`config.mk`:
```
export PLATFORM = sky130hd
export DESIGN_NAME = led_blink_burst_timer
export DESIGN_NICKNAME = d
export VERILOG_FILES = /design/src/sv/lbbt_pkg.sv /design/src/sv/lbbt_ireg.sv /design/src/sv/lbbt_core.sv /design/src/sv/led_blink_burst_timer.sv
export SDC_FILE = /design/constraint.sdc
export NUM_CORES = 1
export LEC_CHECK = 0
export ABC_CLOCK_PERIOD_IN_PS = 7950
export BUFFER_PORTS_ARGS = -buffer_cell sky130_fd_sc_hd__buf_2
export CORE_ASPECT_RATIO = 1.25
export CORE_UTILIZATION = 59
export CTS_CLUSTER_DIAMETER = 60
export DETAILED_ROUTE_END_ITERATION = 7
export HOLD_SLACK_MARGIN = 0.02
export PLACE_DENSITY = 0.79
export SLEW_MARGIN = 25
export SYNTH_ARGS = -nofsm -noshare
export SYNTH_HDL_FRONTEND = slang
export SYNTH_HIERARCHICAL = 1
export SYNTH_SLANG_ARGS = --single-unit
export TNS_END_PERCENT = 20
```
`constraint.sdc`:
```
create_clock -name clk_i -period 7.95 [get_ports clk_i]
set_input_delay 1.1925 -clock clk_i [delete_from_list [all_inputs] [get_ports clk_i]]
set_output_delay 1.1925 -clock clk_i [all_outputs]
set_load 0.05 [all_outputs]
```
`src/sv/lbbt_pkg.sv`:
```
// ----------------------------------------------------------------------------
// lbbt_pkg
// Shared types and constants for the LED blink / oneshot / burst timer.
// ----------------------------------------------------------------------------
package lbbt_pkg;

  localparam int OP_W   = 3;
  localparam int DUTY_W = 9;

  // duty_q8 value that means "always on"
  localparam logic [DUTY_W-1:0] DUTY_FULL = 9'd256;

  typedef enum logic [OP_W-1:0] {
    OP_TICK    = 3'd0,
    OP_STEADY  = 3'd1,
    OP_BLINK   = 3'd2,
    OP_ONESHOT = 3'd3,
    OP_BURST   = 3'd4,
    OP_OFF     = 3'd5,
    OP_TOGGLE  = 3'd6
  } op_e;

  // status reported with every result
  typedef struct packed {
    logic led_lit;
    logic pin_level;
    logic busy_res;
    logic pattern_running;
  } flags_t;

endpackage

```
`src/sv/lbbt_ireg.sv`:
```
// ----------------------------------------------------------------------------
// lbbt_ireg
// Input register: captures one item per transfer and holds it until the
// core consumes it.
// ----------------------------------------------------------------------------
module lbbt_ireg import lbbt_pkg::*; #(
  parameter int PERIOD_BITS = 16,
  parameter int COUNT_BITS  = 8
) (
  input  logic                   clk_i,
  input  logic                   rst_ni,
  input  logic                   in_valid_i,
  output logic                   in_stall_o,
  input  logic [OP_W-1:0]        operation_i,
  input  logic [PERIOD_BITS-1:0] period_ticks_i,
  input  logic [DUTY_W-1:0]      duty_q8_i,
  input  logic [COUNT_BITS-1:0]  pulse_total_i,
  input  logic                   advance_i,
  output logic                   item_valid_o,
  output logic [OP_W-1:0]        operation_o,
  output logic [PERIOD_BITS-1:0] period_ticks_o,
  output logic [DUTY_W-1:0]      duty_q8_o,
  output logic [COUNT_BITS-1:0]  pulse_total_o
);

  logic                   valid_q, valid_d;
  logic                   load;
  logic [OP_W-1:0]        op_q;
  logic [PERIOD_BITS-1:0] period_q;
  logic [DUTY_W-1:0]      duty_q;
  logic [COUNT_BITS-1:0]  total_q;

  // stall only when the held item cannot move on this cycle
  assign in_stall_o = valid_q && !advance_i;
  assign load       = in_valid_i && !in_stall_o;

  always_comb begin
    valid_d = valid_q;
    if (load) begin
      valid_d = 1'b1;
    end else if (advance_i) begin
      valid_d = 1'b0;
    end
  end

  always_ff @(posedge clk_i or negedge rst_ni) begin
    if (!rst_ni) begin
      valid_q <= 1'b0;
    end else begin
      valid_q <= valid_d;
    end
  end

  always_ff @(posedge clk_i) begin
    if (load) begin
      op_q     <= operation_i;
      period_q <= period_ticks_i;
      duty_q   <= duty_q8_i;
      total_q  <= pulse_total_i;
    end
  end

  assign item_valid_o   = valid_q;
  assign operation_o    = op_q;
  assign period_ticks_o = period_q;
  assign duty_q8_o      = duty_q;
  assign pulse_total_o  = total_q;

endmodule

```
`src/sv/lbbt_core.sv`:
```
// ----------------------------------------------------------------------------
// lbbt_core
// Pattern state, combinational update per item, and the result register.
// ----------------------------------------------------------------------------
module lbbt_core import lbbt_pkg::*; #(
  parameter int PERIOD_BITS = 16,
  parameter int COUNT_BITS  = 8
) (
  input  logic                   clk_i,
  input  logic                   rst_ni,
  input  logic                   item_valid_i,
  input  logic [OP_W-1:0]        operation_i,
  input  logic [PERIOD_BITS-1:0] period_ticks_i,
  input  logic [DUTY_W-1:0]      duty_q8_i,
  input  logic [COUNT_BITS-1:0]  pulse_total_i,
  input  logic                   active_high_i,
  output logic                   advance_o,
  output logic                   out_valid_o,
  input  logic                   out_stall_i,
  output flags_t                 flags_o
);

  localparam int EW = PERIOD_BITS + 1;
  localparam int PW = PERIOD_BITS + DUTY_W;

  logic [EW-1:0]          elapsed_q, elapsed_d;
  logic [PERIOD_BITS-1:0] on_time_q, on_time_d;
  logic [PERIOD_BITS-1:0] off_time_q, off_time_d;
  logic [PERIOD_BITS-1:0] pperiod_q, pperiod_d;
  logic                   locked_q, locked_d;
  logic                   lit_q, lit_d;
  logic                   oneshot_q, oneshot_d;
  logic                   burst_q, burst_d;
  logic [COUNT_BITS-1:0]  pdone_q, pdone_d;
  logic [COUNT_BITS-1:0]  pwant_q, pwant_d;
  logic                   out_valid_q, out_valid_d;
  flags_t                 flags_q, flags_d;

  logic                   consume;
  logic [DUTY_W-1:0]      duty_sat;
  logic [DUTY_W-1:0]      start_duty;
  logic [PW-1:0]          on_sum, off_sum;
  logic [PERIOD_BITS-1:0] on_calc, off_calc;

  assign advance_o = !out_valid_q || !out_stall_i;
  assign consume   = item_valid_i && advance_o;

  // on/off split: ceil(period * frac / 256)
  always_comb begin
    duty_sat   = duty_q8_i[DUTY_W-1] ? DUTY_FULL : duty_q8_i;
    start_duty = (op_e'(operation_i) == OP_ONESHOT) ? DUTY_FULL : duty_sat;
    on_sum     = PW'(period_ticks_i) * PW'(start_duty) + PW'(255);
    off_sum    = PW'(period_ticks_i) * PW'(DUTY_FULL - start_duty) + PW'(255);
    on_calc    = on_sum[PERIOD_BITS+7:8];
    off_calc   = off_sum[PERIOD_BITS+7:8];
  end

  always_comb begin
    logic fin;
    elapsed_d  = elapsed_q;
    on_time_d  = on_time_q;
    off_time_d = off_time_q;
    pperiod_d  = pperiod_q;
    locked_d   = locked_q;
    lit_d      = lit_q;
    oneshot_d  = oneshot_q;
    burst_d    = burst_q;
    pdone_d    = pdone_q;
    pwant_d    = pwant_q;
    fin        = 1'b0;

    case (op_e'(operation_i))
      OP_TICK: begin
        if (!(&elapsed_q)) begin
          elapsed_d = elapsed_q + EW'(1);
        end
        if (pperiod_q != '0 && locked_q) begin
          // on phase ends first; off check sees its outcome
          if (elapsed_d >= EW'(on_time_q) && lit_d) begin
            if (!oneshot_d) begin
              lit_d = 1'b0;
              if (burst_d) begin
                pdone_d = pdone_q + COUNT_BITS'(1);
              end
            end else begin
              oneshot_d = 1'b0;
              if (!burst_d) begin
                locked_d = 1'b0;
                lit_d    = 1'b0;
              end
            end
            elapsed_d = '0;
          end
          if (elapsed_d >= EW'(off_time_q) && !lit_d && !oneshot_d && locked_d) begin
            fin = burst_d && (pdone_d == pwant_q);
            if (!fin) begin
              lit_d     = 1'b1;
              elapsed_d = '0;
            end else begin
              burst_d  = 1'b0;
              locked_d = 1'b0;
              lit_d    = 1'b0;
            end
          end
        end
      end
      OP_STEADY: begin
        if (!locked_q) begin
          pperiod_d = '0;
          locked_d  = 1'b1;
          lit_d     = 1'b1;
          oneshot_d = 1'b0;
          burst_d   = 1'b0;
        end
      end
      OP_BLINK, OP_ONESHOT, OP_BURST: begin
        if (!locked_q) begin
          elapsed_d  = '0;
          pperiod_d  = period_ticks_i;
          on_time_d  = on_calc;
          off_time_d = off_calc;
          locked_d   = 1'b1;
          lit_d      = 1'b1;
          oneshot_d  = (op_e'(operation_i) == OP_ONESHOT);
          burst_d    = (op_e'(operation_i) == OP_BURST);
          if (op_e'(operation_i) == OP_BURST) begin
            pdone_d = '0;
            pwant_d = pulse_total_i;
          end
        end
      end
      OP_OFF: begin
        if (!oneshot_q && !burst_q) begin
          locked_d = 1'b0;
          lit_d    = 1'b0;
        end
      end
      OP_TOGGLE: begin
        lit_d = !lit_q;
      end
      default: begin
      end
    endcase

    flags_d.led_lit         = lit_d;
    flags_d.pin_level       = active_high_i ? lit_d : !lit_d;
    flags_d.busy_res        = locked_d;
    flags_d.pattern_running = oneshot_d || burst_d;
  end

  always_comb begin
    out_valid_d = out_valid_q;
    if (advance_o) begin
      out_valid_d = item_valid_i;
    end
  end

  always_ff @(posedge clk_i or negedge rst_ni) begin
    if (!rst_ni) begin
      elapsed_q   <= '0;
      on_time_q   <= '0;
      off_time_q  <= '0;
      pperiod_q   <= '0;
      locked_q    <= 1'b0;
      lit_q       <= 1'b0;
      oneshot_q   <= 1'b0;
      burst_q     <= 1'b0;
      pdone_q     <= '0;
      pwant_q     <= '0;
      out_valid_q <= 1'b0;
    end else begin
      out_valid_q <= out_valid_d;
      if (consume) begin
        elapsed_q  <= elapsed_d;
        on_time_q  <= on_time_d;
        off_time_q <= off_time_d;
        pperiod_q  <= pperiod_d;
        locked_q   <= locked_d;
        lit_q      <= lit_d;
        oneshot_q  <= oneshot_d;
        burst_q    <= burst_d;
        pdone_q    <= pdone_d;
        pwant_q    <= pwant_d;
      end
    end
  end

  always_ff @(posedge clk_i) begin
    if (consume) begin
      flags_q <= flags_d;
    end
  end

  assign out_valid_o = out_valid_q;
  assign flags_o     = flags_q;

endmodule

```
`src/sv/led_blink_burst_timer.sv`:
```
// ----------------------------------------------------------------------------
// led_blink_burst_timer
// LED driver for steady, blink, oneshot and burst patterns, timed by ticks.
// ----------------------------------------------------------------------------
// Takes one tick or command per clock while out_stall_i is low and returns one
// status result per item. An item passes an input register and then the
// result register; throughput is one item per cycle while out_stall_i is low,
// set by the combinational state update in lbbt_core (saturating elapsed
// count, on/off compares and the period*duty products for a start command).
// The polarity register is written through the cfg channel, which is always
// ready; write it only while no item is in flight.
module led_blink_burst_timer import lbbt_pkg::*; #(
  parameter int PERIOD_BITS = 16,
  parameter int COUNT_BITS  = 8
) (
  input  logic                   clk_i,
  input  logic                   rst_ni,
  input  logic                   cfg_valid_i,
  output logic                   cfg_ready_o,
  input  logic                   cfg_data_i,
  input  logic                   in_valid_i,
  output logic                   in_stall_o,
  input  logic [OP_W-1:0]        operation_i,
  input  logic [PERIOD_BITS-1:0] period_ticks_i,
  input  logic [DUTY_W-1:0]      duty_q8_i,
  input  logic [COUNT_BITS-1:0]  pulse_total_i,
  output logic                   out_valid_o,
  input  logic                   out_stall_i,
  output logic                   led_lit_o,
  output logic                   pin_level_o,
  output logic                   busy_res_o,
  output logic                   pattern_running_o
);

  logic                   active_high_q;
  logic                   advance;
  logic                   item_valid;
  logic [OP_W-1:0]        item_op;
  logic [PERIOD_BITS-1:0] item_period;
  logic [DUTY_W-1:0]      item_duty;
  logic [COUNT_BITS-1:0]  item_total;
  flags_t                 flags;

  assign cfg_ready_o = 1'b1;

  always_ff @(posedge clk_i or negedge rst_ni) begin
    if (!rst_ni) begin
      active_high_q <= 1'b1;
    end else if (cfg_valid_i && cfg_ready_o) begin
      active_high_q <= cfg_data_i;
    end
  end

  lbbt_ireg #(
    .PERIOD_BITS (PERIOD_BITS),
    .COUNT_BITS  (COUNT_BITS)
  ) u_ireg (
    .clk_i          (clk_i),
    .rst_ni         (rst_ni),
    .in_valid_i     (in_valid_i),
    .in_stall_o     (in_stall_o),
    .operation_i    (operation_i),
    .period_ticks_i (period_ticks_i),
    .duty_q8_i      (duty_q8_i),
    .pulse_total_i  (pulse_total_i),
    .advance_i      (advance),
    .item_valid_o   (item_valid),
    .operation_o    (item_op),
    .period_ticks_o (item_period),
    .duty_q8_o      (item_duty),
    .pulse_total_o  (item_total)
  );

  lbbt_core #(
    .PERIOD_BITS (PERIOD_BITS),
    .COUNT_BITS  (COUNT_BITS)
  ) u_core (
    .clk_i          (clk_i),
    .rst_ni         (rst_ni),
    .item_valid_i   (item_valid),
    .operation_i    (item_op),
    .period_ticks_i (item_period),
    .duty_q8_i      (item_duty),
    .pulse_total_i  (item_total),
    .active_high_i  (active_high_q),
    .advance_o      (advance),
    .out_valid_o    (out_valid_o),
    .out_stall_i    (out_stall_i),
    .flags_o        (flags)
  );

  assign led_lit_o         = flags.led_lit;
  assign pin_level_o       = flags.pin_level;
  assign busy_res_o        = flags.busy_res;
  assign pattern_running_o = flags.pattern_running;

endmodule

```
# Word level (Yosys, flattened, before mapping)

Index checks and enable logic that the tools add are counted.

Output and inout port bits: 7
Flip-flop bits (word level): 128

Reduce and logical (&&, ||, !) cells: 35
Muxes and demuxes: 61
Multipliers: 2
Equal/unequal tests: 11
$add $sub $neg: 5
Order comparisons: 2
Bitwise logic cells: 1

Operator list:

| operator              | count |
|---|---|
| $mux 17               | 9 |
| $mux 8                | 8 |
| $add 24x8->24 const B | 2 |
| $ge 17x16->1          | 2 |
| $pmux 17 s2           | 1 |
| $mux 1                | 33 |
| $mux 16               | 2 |
| $pmux 16 s2           | 1 |
| $mul 16x25->24        | 1 |
| $mul 16x9->24         | 1 |
| $mux 9                | 2 |
| $add 17x1->17 const B | 1 |
| $reduce_and 17->1     | 1 |
| $pmux 8 s2            | 1 |
| $reduce_bool 16->1    | 1 |
| $logic_and 1x1->1     | 10 |
| $logic_not 1->1       | 10 |
| $sub 9x9->10 const A  | 1 |
| $eq 3x3->1 const B    | 3 |
| $pmux 1 s3            | 3 |
| $add 8x1->8 const B   | 1 |
| $eq 8x8->1            | 1 |
| $reduce_and 4->1      | 2 |
| $eq 3x2->1 const B    | 2 |
| other kinds (12)      | 18 |

# Longest topological paths before layout

Depth after elaboration: 17
Depth in mapped cells: 34

# By module

The synthesis kept the hierarchy.

By module, submodules not included:

| module                | instances | sequential area each (µm²) | cells an instance | area each (µm²) |
|---|---|---|---|---|
| lbbt_core             | 1         | 2272.2                     | 1673              | 14720.4 |
| lbbt_ireg             | 1         | 1106.1                     | 41                | 1138.6 |
| led_blink_burst_timer | 1         | 26.3                       | 4                 | 52.6 |

# Worst setup path before layout

Ideal clock, no wire load.

Path type: register -> register
Start: register u_ireg.op_q[0] (netlist: u_ireg/operation_o[0])
End: register u_core.off_time_q[15]
Path buffers: 4
Period minus slack after synthesis: 7.561 ns
Stages on the path, launching flop included: 33
Arrival time: 7.425 ns
Path slack: 0.389 ns
Cell sequence: edfxtp_1 and3b_1 nor2_1 clkbuf_1 and2_1 clkbuf_1 clkbuf_1 inv_1 ha_1 nand4_1 o32ai_1 nor2_1 clkbuf_1 nand2b_1 fa_1 fa_1 inv_1 fa_1 inv_1 fa_1 inv_1 fa_1 ha_1 a21o_1 a21o_1 a21oi_1 o211ai_1 a2111oi_2 a21oi_1 a41oi_1 nor2b_1 xnor2_1 o21ai_0

Cells in the longest elaborated chain, start to end: 5
Elaborated cells between the ends (all ways): 9

RTL lines:

| what                   | line                             | source |
|---|---|---|
| start, declared        | lbbt_ireg.sv:28                  | `logic [OP_W-1:0] op_q;` |
| start signal, assigned | lbbt_ireg.sv:56                  | `op_q <= operation_i;` |
| $eq 3x2->1             | lbbt_core.sv:51, lbbt_core.sv:72 |  |
| $mux 9                 | lbbt_core.sv:51                  | `start_duty = (op_e'(operation_i) == OP_ONESHOT) ? DUTY_FULL : duty_sat;` |
| $sub 9x9->10           | lbbt_core.sv:53                  | `off_sum = PW'(period_ticks_i) * PW'(DUTY_FULL - start_duty) + PW'(255);` |
| $mul 16x25->24         | lbbt_core.sv:53                  |  |
| $add 24x8->24          | lbbt_core.sv:53                  |  |
| end signal, assigned   | lbbt_core.sv:176                 | `off_time_q <= off_time_d;` |
| end, declared          | lbbt_core.sv:28                  | `logic [PERIOD_BITS-1:0] off_time_q, off_time_d;` |

Several ways; a longest one is shown, not always the timed one.
A chain may end at the register's enable or synchronous reset.

# Worst setup path in the final report

Start: register u_ireg.op_q[2] (netlist: u_ireg/operation_o[2])
End: register u_core.off_time_q[14]

Same word-level chain as after synthesis.

==> impl_metrics.py <==
metrics = {
    "place": {
        "placement.io_buffers": 47,
        "pre_cts_ws_ns": 0.378,
        "place_congestion": 0.904,
        "dp_hpwl_um": 29800,
        "dp.cells": 2068,
    },
    "cells_and_area": {
        "antenna_cells": 0,
        "area_delta_synth_final_pct": 8.34,
        "multi_input_comb_area_sq_mm": 0.0112,
        "stdcell_count": 2103,
        "drive_gt1_share_pct": 9.30,
        "fillers": 2089,
        "final_nets": 2156,
        "regArea_sq_mm": 0.00340,
    },
    "worst_setup_path": {
        "cpPeakStageDelay_ns": 0.56,
        "crit_path_frequent_cell": "fa_1",
        "criticalPathCategory": "flip-flop to flip-flop",
        "crit_required_ns": 8.24,
        "path_max_fanout": 15,
        "worst_r2r_endpoint": "u_core/off_time_q[14]",
        "end_kind": "flip-flop",
        "critPathArrivalTime_ns": 7.82,
        "r2r-start": "u_ireg/operation_o[2]",
        "cp_slowest_cell": "fa_1",
        "startpoint_type": "flip-flop",
        "rrSetupSlack_ns": 0.43,
        "rr_worst_depth": 29,
    },
    "worst_hold_path": {
        "min-delay-start": "u_ireg/pulse_total_o[1]",
        "worstHoldPathCells": 1,
        "hp-class": "flip-flop to flip-flop",
        "hold_end": "u_core/pwant_q[1]",
    },
    "floorplan": {
        "initial_core_util_pct": 60.6,
        "core-area_sq_mm": 0.0263,
        "rows": 66,
        "die-area_sq_mm": 0.0276,
        "dieHeight_um": 186,
        "ioPinCount": 49,
        "die_x_um": 149,
    },
    "flow_run": {
        "maxCapViolations": 0,
    },
    "timing": {
        "hold_violations": 0,
        "fin_crit_ns": 7.52,
        "slew_viol_final": 0,
        "max_slew.worst_pin.slew_ns": 0.967,
        "worst_slack_ns": 0.425,
        "setup_viol": 0,
        "clock.fmax_mhz": 133,
        "skew_ns": 0.0145,
        "slew-limit-headroom_pct": 35.5,
        "period_share_pct": 94.7,
    },
    "power": {
        "ir_drop_mv": 0.485,
        "p_leak_nw": 8.77,
        "cellPowerDensity_mw_per_mm2": 370,
    },
    "logic_synthesis": {
        "seq_area_frac_synth_pct": 21.4,
        "synthSimpleGateAreaFrac_pct": 16.5,
        "syn_inst": 1718,
        "synth.distinct_cells": 76,
        "ys_async_sr_fraction_pct": 68.8,
        "ys_ff_latch": 128,
        "yosys_warnings": 6,
        "synthAdderAreaFrac_pct": 38.9,
        "synth_top_family_by_area": "adder cells",
        "ys.flop_type": "dfrtp_1",
        "syn_avg_cell_area_sq_um": 9.26,
        "synthMuxAreaShare_pct": 0.723,
        "synth_compound_area_share_pct": 10.0,
        "synth_area_sq_mm": 0.0159,
        "synth-xor-area-share_pct": 3.41,
        "synth-edff-count": 40,
    },
    "clock_network": {
        "root_buffer": "clkbuf_16",
        "htree_num_levels": 4,
        "cts.path.max_buffers": 2,
        "tritoncts": "built",
        "clk_pin_slew_ns": 0.07,
        "clock-sinks": 128,
        "worstSkewPairLatency_ns": 0.43,
        "cts_buffers": 17,
        "ctsHoldBuffers": 0,
    },
    "route": {
        "firstDrtPassIters": 6,
        "wire_per_inst_um": 18.4,
        "antenna_left": 0,
        "drt_iter0_markers": 1030,
        "drc": 0,
        "drt-total-wl_um": 38700,
        "vias": 12200,
        "drt-vias-per-instance": 5.82,
    },
    "global_route": {
        "grt_remaining_overflow": 0,
        "first_global_vias": 12800,
        "grt.total_usage_pct": 29.5,
        "grt_pass1_wl_um": 63300,
        "antenna_found_initial": 0,
        "grt_max_degree": 73,
    },
    "status": {
        "status": "complete, no violations",
    },
}
[through the flow]
step / setup TNS, ns / hold slack [ns] / instance area, sq um / utilization, % / power (mW)
floorplan: 0 / 0.445 / 16000 / - / 4.20
global placement: 0 / 0.459 / 16500 / 63.0 / 5.07
detailed placement: 0 / 0.464 / 16500 / 63.0 / 5.27
CTS: 0 / 0.473 / 17200 / 65.4 / 6.21
global route: -0.0298 / 0.478 / 17200 / 65.6 / 6.97
finish: 0 / 0.471 / 17200 / 65.6 / 6.39
[layout make-up]
| type | instances | share of cell area [%] |
|---|---|---|
| inverters | 300 | 6.53 |
| repair buffers | 79 | 2.89 |
| clock buffers | 20 | 2.71 |
| multi-input cells | 1224 | 64.8 |
| well taps | 340 | 2.47 |
| clock inverters | 12 | 0.864 |
| flip-flops and latches | 128 | 19.8 |
[flip-flops by register name (all words and copies together) (netlist names)]
name,flops
u_core/elapsed_q,17
u_core/off_time_q,16
u_core/on_time_q,16
u_core/pperiod_q,16
u_ireg/period_ticks_o,16
u_ireg/duty_q8_o,9
u_core/pdone_q,8
u_core/pwant_q,8
u_ireg/pulse_total_o,8
u_core/flags_o,4
u_ireg/operation_o,3
active_high_q,1
u_core/burst_q,1
u_core/lit_q,1
u_core/locked_q,1
u_core/oneshot_q,1
u_core/out_valid_o,1
u_ireg/item_valid_o,1
[how the worst max path moves through the flow]
stage / slack [ns] / end / depth (start not counted) / from
5_1_grt: -0.03 / u_core/off_time_q[14] / 29 / u_ireg/operation_o[2]
3_5_place_dp: 0.38 / u_core/off_time_q[15] / 26 / u_ireg/operation_o[2]
4_1_cts: 0.26 / u_core/off_time_q[14] / 25 / u_ireg/operation_o[2]
3_3_place_gp: 0.73 / u_core/off_time_q[15] / 28 / u_ireg/operation_o[2]
6_report: 0.43 / u_core/off_time_q[14] / 29 / u_ireg/operation_o[2]
2_1_floorplan: 0.39 / u_core/off_time_q[15] / 32 / u_ireg/operation_o[0]
[cells in the final DEF, fill, tap and decap left out, types with 14 or more instances in the layout]
master and n:
nand4_1 15, nand2b_1 18, and2_1 50, xor2_1 27
conb_1 16, clkbuf_16 18, fa_1 218, nand3_1 25
a21o_1 14, nor2b_1 23, ha_1 145, a22o_1 16
buf_4 32, dfrtp_1 87, nand2_1 252, a21oi_1 49
buf_2 46, xnor2_1 33, edfxtp_1 40, o21ai_0 74
and3_1 54, inv_1 300, nor2_1 48
[critical path: cells and delay by family, from the launching register on]
kind | cells | cell delay, ns
adders and majority gates | 7 | 3.05
and+or+nand+nor | 8 | 1.25
buffers and inverters | 4 | 0.44
DFF | 1 | 0.39
AOI/OAI and AO/OA | 10 | 2.26
[kinds of logic after synthesis]
kind of cell	Yosys count
and+or+nand+nor	536
buffers and inverters	379
muxes	10
xor gates and xnor gates	62
other	3
adders and majority gates	364
AOI/OAI and AO/OA	236
DFF	128
[per-layer routing]
layer / vias to the layer above / global-route usage (%) / share of wire (%)
met5: - / 0 / 0
met4: 0 / 13.7 / 4.0
li1: 5559 / - / -
met1: 6009 / 36.6 / 39
met3: 121 / 3.65 / 6.5
met2: 556 / 51.3 / 51
[where the power goes]
part | total, mW | internal [mW] | switching, mW | leakage, nW
registers | 0.954 | 0.829 | 0.125 | 1.52
clock network | 0.829 | 0.497 | 0.332 | 0.299
logic | 4.60 | 1.96 | 2.65 | 6.95
[repair_timing]
item                                    CTS  global route
setup buffers                             0             2
gates resized for setup                   0             5
endpoints found under the setup margin    0             2
[Yosys cell counts, types with 14 or more instances]
library cell,count,area (sq um)
nand3_1,25,125
and3_1,54,338
a21oi_1,49,245
nand2_1,252,946
a21o_1,14,105
nand2b_1,19,119
o21ai_0,74,370
xnor2_1,35,307
inv_1,300,1130
xor2_1,27,236
nor2_1,49,184
a22o_1,16,140
nand4_1,15,93.8
fa_1,218,4360
ha_1,146,1830
dfrtp_1,87,2180
clkbuf_1,76,285
and2_1,50,313
edfxtp_1,40,1200
nor2b_1,23,144
(Power assumes the default switching activity.)
